`src/hdl/kli_pkg.sv`:
```
// ----------------------------------------------------------------------------
// kli_pkg
// Types, codes and scan code tables shared by the keyboard line input block.
// ----------------------------------------------------------------------------
`default_nettype none

package kli_pkg;

	// default line buffer length, terminator included
	localparam int KLI_MAX_LINE = 64;
	localparam int CHAR_W = 8;

	// result kinds
	localparam logic [1:0] KIND_ECHO  = 2'd0;
	localparam logic [1:0] KIND_LINE  = 2'd1;
	localparam logic [1:0] KIND_EMPTY = 2'd2;

	// character codes
	localparam logic [7:0] CH_BS  = 8'h08;
	localparam logic [7:0] CH_NL  = 8'h0A;
	localparam logic [7:0] CH_CR  = 8'h0D;
	localparam logic [7:0] CH_DEL = 8'h7F;

	// scan codes
	localparam logic [7:0] SC_LSHIFT = 8'h2A;
	localparam logic [7:0] SC_RSHIFT = 8'h36;

	// scan code set 1 to ascii, padded with zeros past the last key
	localparam logic [7:0] PLAIN_MAP [64] = '{
		8'h00, 8'h1B, 8'h31, 8'h32, 8'h33, 8'h34, 8'h35, 8'h36,
		8'h37, 8'h38, 8'h39, 8'h30, 8'h2D, 8'h3D, 8'h08, 8'h09,
		8'h71, 8'h77, 8'h65, 8'h72, 8'h74, 8'h79, 8'h75, 8'h69,
		8'h6F, 8'h70, 8'h5B, 8'h5D, 8'h0A, 8'h00, 8'h61, 8'h73,
		8'h64, 8'h66, 8'h67, 8'h68, 8'h6A, 8'h6B, 8'h6C, 8'h3B,
		8'h27, 8'h60, 8'h00, 8'h5C, 8'h7A, 8'h78, 8'h63, 8'h76,
		8'h62, 8'h6E, 8'h6D, 8'h2C, 8'h2E, 8'h2F, 8'h00, 8'h2A,
		8'h00, 8'h20, 8'h00, 8'h00, 8'h00, 8'h00, 8'h00, 8'h00
	};

	localparam logic [7:0] UPPER_MAP [64] = '{
		8'h00, 8'h1B, 8'h21, 8'h40, 8'h23, 8'h24, 8'h25, 8'h5E,
		8'h26, 8'h2A, 8'h28, 8'h29, 8'h5F, 8'h2B, 8'h08, 8'h09,
		8'h51, 8'h57, 8'h45, 8'h52, 8'h54, 8'h59, 8'h55, 8'h49,
		8'h4F, 8'h50, 8'h7B, 8'h7D, 8'h0A, 8'h00, 8'h41, 8'h53,
		8'h44, 8'h46, 8'h47, 8'h48, 8'h4A, 8'h4B, 8'h4C, 8'h3A,
		8'h22, 8'h7E, 8'h00, 8'h7C, 8'h5A, 8'h58, 8'h43, 8'h56,
		8'h42, 8'h4E, 8'h4D, 8'h3C, 8'h3E, 8'h3F, 8'h00, 8'h2A,
		8'h00, 8'h20, 8'h00, 8'h00, 8'h00, 8'h00, 8'h00, 8'h00
	};

	// controller states
	typedef enum logic [1:0] {
		ST_IDLE,
		ST_DECODE,
		ST_EMIT_RD,
		ST_EMIT_WR
	} kli_state_t;

	// what the output register loads
	typedef enum logic [1:0] {
		PUSH_NONE,
		PUSH_ECHO,
		PUSH_EMPTY,
		PUSH_LINE
	} push_sel_t;

	// controller to datapath
	typedef struct packed {
		logic      latch_in;
		logic      shift_upd;
		logic      commit;
		logic      fill_clr;
		logic      rd_first;
		logic      rd_next;
		push_sel_t push_sel;
	} kli_cmd_t;

	// datapath to controller
	typedef struct packed {
		logic deliver;
		logic echo;
		logic done;
		logic fill_zero;
		logic out_free;
		logic rd_last;
	} kli_status_t;

endpackage

`default_nettype wire

```
`src/hdl/kli_ram.sv`:
```
// ----------------------------------------------------------------------------
// kli_ram
// Generic single write port, single read port RAM with registered read.
// ----------------------------------------------------------------------------
`default_nettype none

module kli_ram #(
	parameter int WIDTH = 8,
	parameter int DEPTH = 63,
	localparam int AW = (DEPTH > 1) ? $clog2(DEPTH) : 1
) (
	input  wire logic             clk,
	input  wire logic             we,
	input  wire logic [AW-1:0]    waddr,
	input  wire logic [WIDTH-1:0] wdata,
	input  wire logic             re,
	input  wire logic [AW-1:0]    raddr,
	output logic      [WIDTH-1:0] rdata
);

	logic [WIDTH-1:0] mem_q [DEPTH];

	// write port
	always_ff @(posedge clk) begin
		if (we) begin
			mem_q[waddr] <= wdata;
		end
	end

	// registered read, holds when not enabled
	always_ff @(posedge clk) begin
		if (re) begin
			rdata <= mem_q[raddr];
		end
	end

endmodule

`default_nettype wire

```
`src/hdl/kli_ctrl.sv`:
```
// ----------------------------------------------------------------------------
// kli_ctrl
// Controller: sequences decode, echo and line flush for one input beat.
// ----------------------------------------------------------------------------
`default_nettype none

module kli_ctrl import kli_pkg::*; (
	input  wire logic        clk,
	input  wire logic        arst_n,
	input  wire logic        in_valid,
	output logic             in_ready,
	input  wire kli_status_t st,
	output kli_cmd_t         cmd
);

	kli_state_t state_q, state_nx;

	// state register
	always_ff @(posedge clk or negedge arst_n) begin
		if (!arst_n) begin
			state_q <= ST_IDLE;
		end else begin
			state_q <= state_nx;
		end
	end

	// next state and commands
	always_comb begin
		state_nx = state_q;
		in_ready = 1'b0;
		cmd      = '0;
		cmd.push_sel = PUSH_NONE;
		unique case (state_q)
			ST_IDLE: begin
				in_ready = 1'b1;
				if (in_valid) begin
					cmd.latch_in = 1'b1;
					state_nx     = ST_DECODE;
				end
			end
			ST_DECODE: begin
				if (!st.deliver) begin
					cmd.shift_upd = 1'b1;
					state_nx      = ST_IDLE;
				end else if (st.echo) begin
					if (st.out_free) begin
						cmd.commit   = 1'b1;
						cmd.push_sel = PUSH_ECHO;
						state_nx     = st.done ? ST_EMIT_RD : ST_IDLE;
					end
				end else begin
					state_nx = st.done ? ST_EMIT_RD : ST_IDLE;
				end
			end
			ST_EMIT_RD: begin
				// empty line gives one marker beat, otherwise prime the read
				if (st.fill_zero) begin
					if (st.out_free) begin
						cmd.push_sel = PUSH_EMPTY;
						cmd.fill_clr = 1'b1;
						state_nx     = ST_IDLE;
					end
				end else begin
					cmd.rd_first = 1'b1;
					state_nx     = ST_EMIT_WR;
				end
			end
			ST_EMIT_WR: begin
				if (st.out_free) begin
					cmd.push_sel = PUSH_LINE;
					if (st.rd_last) begin
						cmd.fill_clr = 1'b1;
						state_nx     = ST_IDLE;
					end else begin
						cmd.rd_next = 1'b1;
					end
				end
			end
			default: begin
				state_nx = ST_IDLE;
			end
		endcase
	end

endmodule

`default_nettype wire

```
`src/hdl/kli_dp.sv`:
```
// ----------------------------------------------------------------------------
// kli_dp
// Datapath: input latch, scan code translation, shift flag, line store,
// fill count, limit register and the output register.
// ----------------------------------------------------------------------------
`default_nettype none

module kli_dp import kli_pkg::*; #(
	parameter int MAX_LINE = KLI_MAX_LINE
) (
	input  wire logic        clk,
	input  wire logic        arst_n,
	input  wire logic        cfg_valid,
	input  wire logic [6:0]  line_limit,
	input  wire logic        from_serial,
	input  wire logic [7:0]  code,
	input  wire kli_cmd_t    cmd,
	output kli_status_t      st,
	input  wire logic        out_ready,
	output logic             out_valid,
	output logic [1:0]       kind,
	output logic [7:0]       char_code,
	output logic [5:0]       line_length,
	output logic             last
);

	localparam int CNT_W  = $clog2(MAX_LINE);
	localparam int DEPTH  = MAX_LINE - 1;
	localparam int ADDR_W = (DEPTH > 1) ? $clog2(DEPTH) : 1;
	localparam logic [CNT_W-1:0] CNT_MAX = CNT_W'(MAX_LINE - 1);
	localparam logic [6:0]       LIM_MAX = 7'(MAX_LINE);

	logic              serial_q;
	logic [7:0]        code_q;
	logic              shift_q;
	logic [CNT_W-1:0]  fill_q;
	logic [CNT_W-1:0]  thr_q;
	logic [ADDR_W-1:0] idx_q;
	logic              out_valid_q;
	logic [1:0]        kind_q;
	logic [7:0]        char_q;
	logic [5:0]        len_q;
	logic              last_q;

	logic [7:0]        map_ch, ch;
	logic              deliver, shift_set, shift_clr;
	logic              is_nl, is_bs, store, unstore, fill_zero, full, done, echo;
	logic [CNT_W-1:0]  fill_nx;
	logic [CNT_W-1:0]  thr_nx;
	logic              rd_last, out_free;
	logic [ADDR_W-1:0] raddr;
	logic [7:0]        rdata;

	// input latch
	always_ff @(posedge clk) begin
		if (cmd.latch_in) begin
			serial_q <= from_serial;
			code_q   <= code;
		end
	end

	// byte to character
	always_comb begin
		map_ch    = shift_q ? UPPER_MAP[code_q[5:0]] : PLAIN_MAP[code_q[5:0]];
		ch        = code_q;
		deliver   = 1'b0;
		shift_set = 1'b0;
		shift_clr = 1'b0;
		if (serial_q) begin
			deliver = 1'b1;
			if (code_q == CH_CR) begin
				ch = CH_NL;
			end else if (code_q == CH_DEL) begin
				ch = CH_BS;
			end
		end else if (code_q[7]) begin
			// release: only the shift keys matter
			if (code_q[6:0] == SC_LSHIFT[6:0] || code_q[6:0] == SC_RSHIFT[6:0]) begin
				shift_clr = 1'b1;
			end
		end else if (code_q == SC_LSHIFT || code_q == SC_RSHIFT) begin
			shift_set = 1'b1;
		end else if (!code_q[6]) begin
			ch      = map_ch;
			deliver = (map_ch != 8'h00);
		end
	end

	// line edit decision
	always_comb begin
		is_nl     = (ch == CH_NL);
		is_bs     = (ch == CH_BS);
		fill_zero = (fill_q == '0);
		unstore   = is_bs && !fill_zero;
		store     = !is_nl && !is_bs && (fill_q < CNT_MAX);
		echo      = is_nl || unstore || store;
		if (unstore) begin
			fill_nx = fill_q - CNT_W'(1);
		end else if (store) begin
			fill_nx = fill_q + CNT_W'(1);
		end else begin
			fill_nx = fill_q;
		end
		full = (fill_nx >= thr_q);
		done = is_nl || full;
	end

	// clamped limit minus one, taken when written
	always_comb begin
		if (line_limit < 7'd2) begin
			thr_nx = CNT_W'(1);
		end else if (line_limit > LIM_MAX) begin
			thr_nx = CNT_MAX;
		end else begin
			thr_nx = CNT_W'(line_limit - 7'd1);
		end
	end

	always_ff @(posedge clk or negedge arst_n) begin
		if (!arst_n) begin
			thr_q <= CNT_MAX;
		end else if (cfg_valid) begin
			thr_q <= thr_nx;
		end
	end

	// shift flag and fill count
	always_ff @(posedge clk or negedge arst_n) begin
		if (!arst_n) begin
			shift_q <= 1'b0;
			fill_q  <= '0;
		end else begin
			if (cmd.shift_upd) begin
				if (shift_set) begin
					shift_q <= 1'b1;
				end else if (shift_clr) begin
					shift_q <= 1'b0;
				end
			end
			if (cmd.fill_clr) begin
				fill_q <= '0;
			end else if (cmd.commit) begin
				fill_q <= fill_nx;
			end
		end
	end

	// read index for the flush
	always_ff @(posedge clk) begin
		if (cmd.rd_first) begin
			idx_q <= '0;
		end else if (cmd.rd_next) begin
			idx_q <= idx_q + ADDR_W'(1);
		end
	end

	assign raddr   = cmd.rd_next ? idx_q + ADDR_W'(1) : '0;
	assign rd_last = (CNT_W'(idx_q) == fill_q - CNT_W'(1));

	kli_ram #(
		.WIDTH (CHAR_W),
		.DEPTH (DEPTH)
	) u_line_ram (
		.clk   (clk),
		.we    (cmd.commit && store),
		.waddr (fill_q[ADDR_W-1:0]),
		.wdata (ch),
		.re    (cmd.rd_first || cmd.rd_next),
		.raddr (raddr),
		.rdata (rdata)
	);

	// output register
	assign out_free = !out_valid_q || out_ready;

	always_ff @(posedge clk or negedge arst_n) begin
		if (!arst_n) begin
			out_valid_q <= 1'b0;
		end else if (cmd.push_sel != PUSH_NONE) begin
			out_valid_q <= 1'b1;
		end else if (out_ready) begin
			out_valid_q <= 1'b0;
		end
	end

	always_ff @(posedge clk) begin
		case (cmd.push_sel)
			PUSH_ECHO: begin
				kind_q <= KIND_ECHO;
				char_q <= ch;
				len_q  <= 6'd0;
				last_q <= !done;
			end
			PUSH_EMPTY: begin
				kind_q <= KIND_EMPTY;
				char_q <= 8'h00;
				len_q  <= 6'd0;
				last_q <= 1'b1;
			end
			PUSH_LINE: begin
				kind_q <= KIND_LINE;
				char_q <= rdata;
				len_q  <= 6'(fill_q);
				last_q <= rd_last;
			end
			default: begin
			end
		endcase
	end

	// status to the controller
	always_comb begin
		st.deliver   = deliver;
		st.echo      = echo;
		st.done      = done;
		st.fill_zero = fill_zero;
		st.out_free  = out_free;
		st.rd_last   = rd_last;
	end

	assign out_valid   = out_valid_q;
	assign kind        = kind_q;
	assign char_code   = char_q;
	assign line_length = len_q;
	assign last        = last_q;

	// fill count stays inside the store
	a_fill_bound: assert property (@(posedge clk) disable iff (!arst_n)
		fill_q <= CNT_MAX)
		else $error("fill count beyond line store");

	// limit threshold stays in its clamped range
	a_thr_range: assert property (@(posedge clk) disable iff (!arst_n)
		thr_q >= CNT_W'(1) && thr_q <= CNT_MAX)
		else $error("line threshold out of range");

	// a line character is only pushed from a non-empty line
	a_line_nonempty: assert property (@(posedge clk) disable iff (!arst_n)
		cmd.push_sel == PUSH_LINE |-> !fill_zero)
		else $error("line beat pushed from empty line");

	// an empty line marker always closes its input's results
	a_empty_last: assert property (@(posedge clk) disable iff (!arst_n)
		cmd.push_sel == PUSH_EMPTY |=> out_valid_q && last_q)
		else $error("empty line marker without last");

endmodule

`default_nettype wire

```
`src/hdl/keyboard_line_input.sv`:
```
// ----------------------------------------------------------------------------
// keyboard_line_input
// Line editing keyboard front end: PS/2 set 1 or serial bytes in, echo and
// finished line characters out.
// ----------------------------------------------------------------------------
//  channel  dir  handshake              payload
//  cfg      in   cfg_valid/cfg_ready    line_limit
//  in       in   in_valid/in_ready      from_serial, code
//  out      out  out_valid/out_ready    kind, char_code, line_length, last
//
//  a beat is accepted in idle and decoded the next cycle, where its echo is
//  loaded into the output register; the next beat is taken back in idle.
//  a flush first primes the line RAM read (or pushes the empty line marker),
//  then gives one character per cycle while out is free, up to MAX_LINE-1,
//  from one read port. a stalled out channel holds the decode of an echoing
//  beat and the flush, and in_ready stays low.
//  reset clears control state only; the line store needs no clearing pass.
// ----------------------------------------------------------------------------
`default_nettype none

module keyboard_line_input import kli_pkg::*; #(
	parameter int MAX_LINE = KLI_MAX_LINE
) (
	input  wire logic       clk,
	input  wire logic       arst_n,
	input  wire logic       cfg_valid,
	output logic            cfg_ready,
	input  wire logic [6:0] line_limit,
	input  wire logic       in_valid,
	output logic            in_ready,
	input  wire logic       from_serial,
	input  wire logic [7:0] code,
	output logic            out_valid,
	input  wire logic       out_ready,
	output logic [1:0]      kind,
	output logic [7:0]      char_code,
	output logic [5:0]      line_length,
	output logic            last
);

	kli_cmd_t    cmd;
	kli_status_t st;

	// limit register is always writable
	assign cfg_ready = 1'b1;

	kli_ctrl u_ctrl (
		.clk      (clk),
		.arst_n   (arst_n),
		.in_valid (in_valid),
		.in_ready (in_ready),
		.st       (st),
		.cmd      (cmd)
	);

	kli_dp #(
		.MAX_LINE (MAX_LINE)
	) u_dp (
		.clk         (clk),
		.arst_n      (arst_n),
		.cfg_valid   (cfg_valid),
		.line_limit  (line_limit),
		.from_serial (from_serial),
		.code        (code),
		.cmd         (cmd),
		.st          (st),
		.out_ready   (out_ready),
		.out_valid   (out_valid),
		.kind        (kind),
		.char_code   (char_code),
		.line_length (line_length),
		.last        (last)
	);

endmodule

`default_nettype wire
```
`config.mk`:
```
export PLATFORM = sky130hd
export DESIGN_NAME = keyboard_line_input
export DESIGN_NICKNAME = d
export VERILOG_FILES = /design/src/hdl/kli_pkg.sv /design/src/hdl/kli_ram.sv /design/src/hdl/kli_ctrl.sv /design/src/hdl/kli_dp.sv /design/src/hdl/keyboard_line_input.sv
export SDC_FILE = /design/constraint.sdc
export NUM_CORES = 1
export LEC_CHECK = 0
export BUFFER_PORTS_ARGS = -buffer_cell sky130_fd_sc_hd__clkbuf_2
export CELL_PAD_IN_SITES_DETAIL_PLACEMENT = 1
export CELL_PAD_IN_SITES_GLOBAL_PLACEMENT = 1
export CORE_ASPECT_RATIO = 1.5
export CORE_UTILIZATION = 30
export CTS_CLUSTER_DIAMETER = 60
export DETAILED_ROUTE_END_ITERATION = 8
export GPL_ROUTABILITY_DRIVEN = 1
export HOLD_SLACK_MARGIN = 0.12
export PLACE_DENSITY_LB_ADDON = 0.1
export SLEW_MARGIN = 20
export SYNTH_ARGS = -nofsm -noshare
export SYNTH_HDL_FRONTEND = slang
export SYNTH_SLANG_ARGS = --single-unit
```
`constraint.sdc`:
```
create_clock -name clk -period 14.1 [get_ports clk]
set_input_delay 2.82 -clock clk [delete_from_list [all_inputs] [get_ports clk]]
set_output_delay 2.82 -clock clk [all_outputs]
set_load 0.02 [all_outputs]
```
[Yosys cells after proc, flatten, opt, wreduce, memory -nomap -nowiden]
Memories as Yosys holds them, arrays and structs flattened. A register that Yosys moved wholly into a read port is not among the register bits.
Cells that the tools add are included.
Storage, ports and cells
  memories kept: 3
  RAM bits: 504
  input bits: 21
  memory bits (read-only): 1024
  register bits after elaboration: 48
  output and inout bits: 20
  logic and storage cells: 144
Operators by class
  equality and inequality tests: 20
  mux-type cells: 71
  reduce and logical (&&, ||, !) cells: 28
  order comparisons: 5
  $add $sub $neg: 4
  bitwise gates (word level): 1
Memory list
  (no name shown): words 64, width 8, read ports 1, clocked after Yosys merged registers in 0, wr ports 0, line kli_dp.sv:64  | map_ch = shift_q ? UPPER_MAP[code_q[5:0]] : PLAIN_MAP[code_q[5:0]];
  (no name shown): words 64, width 8, read ports 1, clocked after Yosys merged registers in 0, wr ports 0, line kli_dp.sv:64
  u_dp.u_line_ram.mem_q: words 63, width 8, read ports 1, clocked after Yosys merged registers in 1, wr ports 1, line kli_ram.sv:21  | logic [WIDTH-1:0] mem_q [DEPTH];
Operators with widths (number)
  $mux W8: 11
  $mux W6: 7
  $mux W1: 31
  $mux W2: 14
  $eq A8 B4 Y1 const B: 3
  $pmux W8 S3: 1
  $eq A8 B6 Y1 const B: 2
  $eq A7 B6 Y1 const B: 2
  $add A6 B1 Y6 const B: 2
  $pmux W2 S3: 2
  $pmux W6 S2: 1
  $sub A6 B1 Y6 const B: 2
  $reduce_bool A2 Y1: 5
  $eq A2 B2 Y1 const B: 4
  $eq A8 B7 Y1 const B: 1
  $pmux W2 S4: 1
  $reduce_bool A8 Y1: 1
  $ge A7 B7 Y1 const B: 1
  $gt A7 B7 Y1 const B: 1
  $logic_or A1 B1 Y1: 7
  $lt A7 B2 Y1 const B: 1
  $not A6 Y7: 1
  $eq A6 B6 Y1: 1
  $ge A6 B6 Y1: 1
  17 further kinds: 26

[Longest topological paths before layout]
  depth after elaboration: 22
  depth in mapped cells: 25
  depth with buffers taken out: 21

[By module]
From an unflattened synthesis, not the netlist that was laid out.
Second synthesis, totals
  cells, all modules: 1449
  area total of the unflattened synthesis: 24260.8 µm²
By module, submodules not included
  kli_ram: cells each 949, seq. area each 15374.7 µm², instances 1, area an instance 19886.6 µm²
  kli_dp: cells each 466, seq. area each 1258.7 µm², instances 1, area an instance 4116.4 µm²
  kli_ctrl: cells each 32, seq. area each 50.0 µm², instances 1, area an instance 246.5 µm²
  keyboard_line_input: cells each 2, seq. area each 0.0 µm², instances 1, area an instance 11.3 µm²

[Worst setup path before layout]
No wires, ideal clock.
  kind: register -> register
  from: reg u_dp.code_q[1]
  to: reg u_ctrl.state_q[1]
  path buffers: 3
  stages on the path, launching flop included: 25
  slack: 8.268 ns
  library setup time: 0.137 ns
  arrival: 5.695 ns
  path through: edfxtp_1 buf_2 inv_1 ha_1 nor2b_1 o32ai_1 o211a_1 o41ai_4 o211ai_1 nor3_2 buf_6 nor2b_1 clkbuf_1 nor2_1 xnor2_1 ha_1 nand2b_1 a21o_1 a21oi_1 nor2b_1 o21ai_0 nand2b_1 a221o_1 a21oi_1 o32ai_1
Between the ends
  word-level cells in the longest chain between the ends: 22
RTL lines
  start, declared: line kli_dp.sv:34  | logic [7:0] code_q;
  start signal, assigned: line kli_dp.sv:58  | code_q <= code;
  $not A6 Y7 (implied by the code): line kli_dp.sv:64
  $mem_v2 Z64 W8
  $mux W8 (implied by the code) (2 in series): line kli_dp.sv:64
  $mux W8: line kli_dp.sv:64
  $mux W8: line kli_dp.sv:83  | end else if (!code_q[6]) begin
  $mux W8: line kli_dp.sv:81  | end else if (code_q == SC_LSHIFT || code_q == SC_RSHIFT) begin
  $mux W8: line kli_dp.sv:76  | end else if (code_q[7]) begin
  $mux W8 *: line kli_dp.sv:69  | if (serial_q) begin
  via u_dp.ch[3]: line kli_dp.sv:45  | logic [7:0] map_ch, ch;
  [... 5 more ...]
  $mux W6: line kli_dp.sv:97  | if (unstore) begin
  $ge A6 B6 Y1: line kli_dp.sv:104  | full = (fill_nx >= thr_q);
  $logic_or A1 B1 Y1: line kli_dp.sv:105  | done = is_nl || full;
  $mux W2: line kli_ctrl.sv:49, kli_ctrl.sv:52
  $mux W2: line kli_ctrl.sv:46  | if (st.out_free) begin
  $mux W2: line kli_ctrl.sv:45  | end else if (st.echo) begin
  $mux W2: line kli_ctrl.sv:42  | if (!st.deliver) begin
  $pmux W2 S4: line kli_ctrl.sv:33  | unique case (state_q)
  end signal, assigned: line kli_ctrl.sv:23  | state_q <= state_nx;
  end, declared: line kli_ctrl.sv:16  | kli_state_t state_q, state_nx;
Mark *: on every way through the listed nets, which the timed path passes. The rest lies on a longest branch. The select of a mux whose other input is x is not followed.
A chain may end at the register's enable or synchronous reset.

[Worst setup path after layout]
  from: in out_ready
  to: reg u_dp.u_line_ram.rdata[0], read port of u_dp.u_line_ram.mem_q, data pin
Between the ends
  word-level cells in the longest chain between the ends: 4
RTL lines
  start, declared: line keyboard_line_input.sv:34  | input wire logic out_ready,
  $logic_or A1 B1 Y1 *: line kli_dp.sv:174  | assign out_free = !out_valid_q || out_ready;
  $mux W3 *: line kli_ctrl.sv:69  | if (st.out_free) begin
  $mux W1 *: line kli_ctrl.sv:33
  $mux W6 / $logic_or A1 B1 Y1 (equally long branches): line kli_dp.sv:157, kli_dp.sv:168
  end, declared: line kli_ram.sv:18  | output logic [WIDTH-1:0] rdata
Mark *: on every way between the ends. The rest lies on a longest branch, timed or not.

==> results.md <==
- Skew final: 0.0160 ns
- Seq/Total Area, Yosys: 68.5%
- Max frequency: between 100 and 150 MHz
- Total gr overflow: 0
- Main combinational cell family by area after synthesis: compound AO/OA/AOI/OAI gates
- DRC: 0
- Nets@finish: 1821
- Slew Limit Fails: 0
- WHS: 0.493 ns
- Vias in the first global route: around 17000
- Clock buffer depth: 3
- CTS Buf Count: 57
- Leakage: roughly 9 nW
- Reg2reg end: u_dp.last$_DFFE_PP_
- Initial Utilization: 30.4%
- Critical path type: in -> reg
- H-tree depth: 2
- Routed Antenna Nets: 0
- Reg power frac: between 40 and 50%
- Post-Layout Cell Count: 2851
- Io pins: slightly above 40
- RePlAce Congestion: 0.832
- Adder-Cell Fraction of Synth Area: around 1.3%
- R2R Setup Slk: 7.52 ns
- Post-Synth XOR/XNOR Area: 0.611%
- Final Hold Violating Endpoints: 0
- Mux contribution to synthesized area: under 10%
- Startpoint types: input port
- Clock latency on the worst-skew pair: 0.62 ns
- Crit. End Element: register
- Area grow syn2layout: 13.2%
- Overall die height: 351 um
- Seq cells post-synth: 560
- Crit Path Max Fanout: 29
- Vias/cell: 5.51
- Number of distinct library cells after synthesis: 100
- Tightest Pin Transition: about 1.2 ns
- Layout cells sized above 1: 13.4%
- First-pass GRT wire length: 124000 um
- Iteration-0 DRC Markers: 911
- Setup Total Neg Slack: 0 ns
- RSZ-0062 raised after global routing: false
- Area of the die: between 80000 and 90000 um2
- CP Data Required Time: 14.52 ns
- IO buf count: 39
- Mapped Cells: 1742
- Critical Path Start: out_ready
- CTS sink count: 560
- Post-synth net total: 1788
- NetSw: 0.00156 W
- Mean Syn Cell Area: 14.0 um2
- Dpl cells: 2748
- Routed vias: 15700
- Filler cell count: 8318
- Final Cycle Share: 52.8%
- Hold endpoint: u_dp.idx_q[5]$_SDFFE_PP0P_
- Placed cell areas: 25700 um2
- Worst Reg-to-Reg Cells: 23
- Status: finished clean
- Post-synth EDFFs: 538
- Final core utilization: between 30% and 40%
- Yosys Warn Count: 0
- Resized cells post-CTS: 0
- Mapped Area: 24300 um2
- Reg-to-Reg Start: u_dp.code_q[1]$_DFFE_PP_
- Pwr dens: 173 nW/um2
- Switching share of power: 32.8%
- Largest net degree at the start of global routing: 73
- WL/cell: 30.0 um
- Clock root buffer: clkbuf_16
- Setup violators final: 0
- Max-Cap Viols: 0
- Reg clk slew, reported paths: 0.07 ns
- Hold Startpoint: u_dp.idx_q[5]$_SDFFE_PP0P_
- HPWL Detailed: 57300 um
- Num rows: 127
- Clock share of power: 32.2%
- Compound-gate portion of the synthesized area: around an eighth
- Hold WC Path Type: reg -> reg
- Setup Buffers After CTS: 0
- Die X: approximately 230 um
- Predominant post-synthesis flop cell: edfxtp_1
- Design Area, Final: around 28000 um2
- Crit path time final: 7.44 ns
- CORE AREA: 80100 um2
- Simple logic cell fraction of the synthesized area: 9.72%
- Diode count: 0
- Initial antenna violation count: 0
- Ys async rst share: 2.86%
- Pre-antenna DRT Iters: 5
- Combinational share of power: between 20% and 30%
- Worst vdd ir: roughly 0.089 mV
- Commonest non-fill, non-tap cell in the layout: edfxtp_1
- CTS tree: done
- Hold-fix buffers, CTS: 0
- Total GRT Usage: between 20% and 30%
- Most frequent cells in the layout: 538 x edfxtp_1, 147 x nand2_1, 137 x nor2_1, 62 x a21oi_1, 59 x clkbuf_16
- Worst Path Arrival: slightly below 8 ns
- Rel. slew slack: 22.8%
- Worst Hold Depth: 2
- Internal: about 0.0032 W
- Final wirelength: 85400 um
final cells by class:
type / instances / area (um2) / area share, %
multi-input combinational: 1043 / 7080 / 25.7
inverter: 27 / 104 / 0.377
tap: 1032 / 1290 / 4.69
clock buffer: 73 / 1530 / 5.55
timing repair buffer: 86 / 548 / 1.99
sequential: 560 / 16700 / 60.6
clock inverter: 30 / 315 / 1.14
flip-flops by register name, summed over array words and instances (netlist names), 2 cells and up:
name / count
u_dp.fill_q: 6
u_dp.thr_q: 6
u_dp.line_length: 6
u_dp.idx_q: 6
u_dp.u_line_ram.mem_q: 504
u_dp.kind: 2
u_dp.char_code: 8
u_ctrl.state_q: 2
u_dp.code_q: 8
u_dp.u_line_ram.rdata: 8
synth_stat cells (6+ instances only):
| cell | count | area (um2) |
|---|---|---|
| and3_1 | 10 | 62.6 |
| a22oi_1 | 8 | 60.1 |
| a22o_1 | 12 | 105 |
| and2_1 | 11 | 68.8 |
| o21ai_0 | 52 | 260 |
| mux2_2 | 12 | 135 |
| nor2b_1 | 18 | 113 |
| o211ai_1 | 15 | 113 |
| buf_6 | 9 | 101 |
| dfxtp_1 | 6 | 120 |
| buf_1 | 11 | 41.3 |
| buf_2 | 41 | 205 |
| mux2i_1 | 46 | 460 |
| o311ai_1 | 8 | 70.1 |
| nand2b_1 | 22 | 138 |
| a221oi_1 | 11 | 96.3 |
| nor2_1 | 137 | 514 |
| nor3_1 | 34 | 170 |
| o22ai_1 | 41 | 257 |
| a31oi_1 | 28 | 175 |
| a211oi_1 | 20 | 150 |
| inv_1 | 25 | 93.8 |
| o2111ai_1 | 12 | 105 |
| o311ai_0 | 14 | 123 |
| dfstp_2 | 6 | 158 |
| a21oi_1 | 63 | 315 |
| nand3_1 | 39 | 195 |
| clkbuf_1 | 46 | 173 |
| mux4_2 | 18 | 405 |
| nand4_1 | 11 | 68.8 |
| xnor2_1 | 9 | 78.8 |
| ha_1 | 25 | 313 |
| or3_1 | 23 | 144 |
| dfrtp_1 | 10 | 250 |
| xor2_1 | 8 | 70.1 |
| o221ai_1 | 54 | 473 |
| o21a_1 | 7 | 52.6 |
| nand2_1 | 148 | 556 |
| o32ai_1 | 8 | 70.1 |
| edfxtp_1 | 538 | 16200 |
| a21o_1 | 9 | 67.6 |
worst max-delay path, cell delays in order:
cell      delay, ns
clkbuf_2       0.09
nand2b_1       0.28
nand3_1        0.41
inv_1          0.68
and2_0         0.76
o21ai_4        0.48
buf_4          0.40
nor3_1         0.66
a2111o_1       0.42
o311ai_0       0.42
o311ai_1       0.40
routing by layer:
layer	track usage, %	share of wire (%)	vias to the layer above	wire (um)
met5	0	0	-	0
met4	6.79	3.0	0	2560
met3	2.53	3.3	105	2850
met2	40.4	55	329	46800
met1	23.3	39	8335	33300
li1	-	-	6928	-
worst max-delay path by stage:
stage                                          to  slack (ns)  depth (start not counted)
4_1_cts        u_dp.u_line_ram.rdata[0]$_DFFE_PP_        6.65                         11
2_1_floorplan       u_ctrl.state_q[1]$_DFFE_PN0P_        8.27                         24
5_1_grt        u_dp.u_line_ram.rdata[0]$_DFFE_PP_        6.50                         11
6_report       u_dp.u_line_ram.rdata[0]$_DFFE_PP_        6.66                         11
3_5_place_dp   u_dp.u_line_ram.rdata[0]$_DFFE_PP_        6.00                         11
3_3_place_gp   u_dp.u_line_ram.rdata[2]$_DFFE_PP_        6.20                         11
power groups by stage:
stage	logic, W	clock network, W	registers (W)
after global routing	0.00119	0.00162	0.00212
final	0.00112	0.00154	0.00212
after detailed placement	0.00114	0	0.00215
after CTS	0.00114	0.00157	0.00212
after global placement	0.00112	0	0.00215
after floorplan	0.000639	0	0.00213
cell families (layout without fill, tap and decap cells):
kind of cell / after synthesis / count (layout)
AOI/OAI and AO/OA: 430 / 430
xor gates and xnor gates: 17 / 17
adders and majority gates: 25 / 25
buffers and inverters: 139 / 216
DFF: 560 / 560
muxes: 78 / 78
other: 1 / 1
and+or+nand+nor: 492 / 492
metrics by stage:
stage	total power, W	worst slack (ns)
after floorplan	0.00277	8.27
after global placement	0.00327	6.20
after detailed placement	0.00329	6.00
after CTS	0.00483	6.65
after global routing	0.00494	6.50
final	0.00477	6.66
No activity file was read; power rests on OpenSTA's default activity.
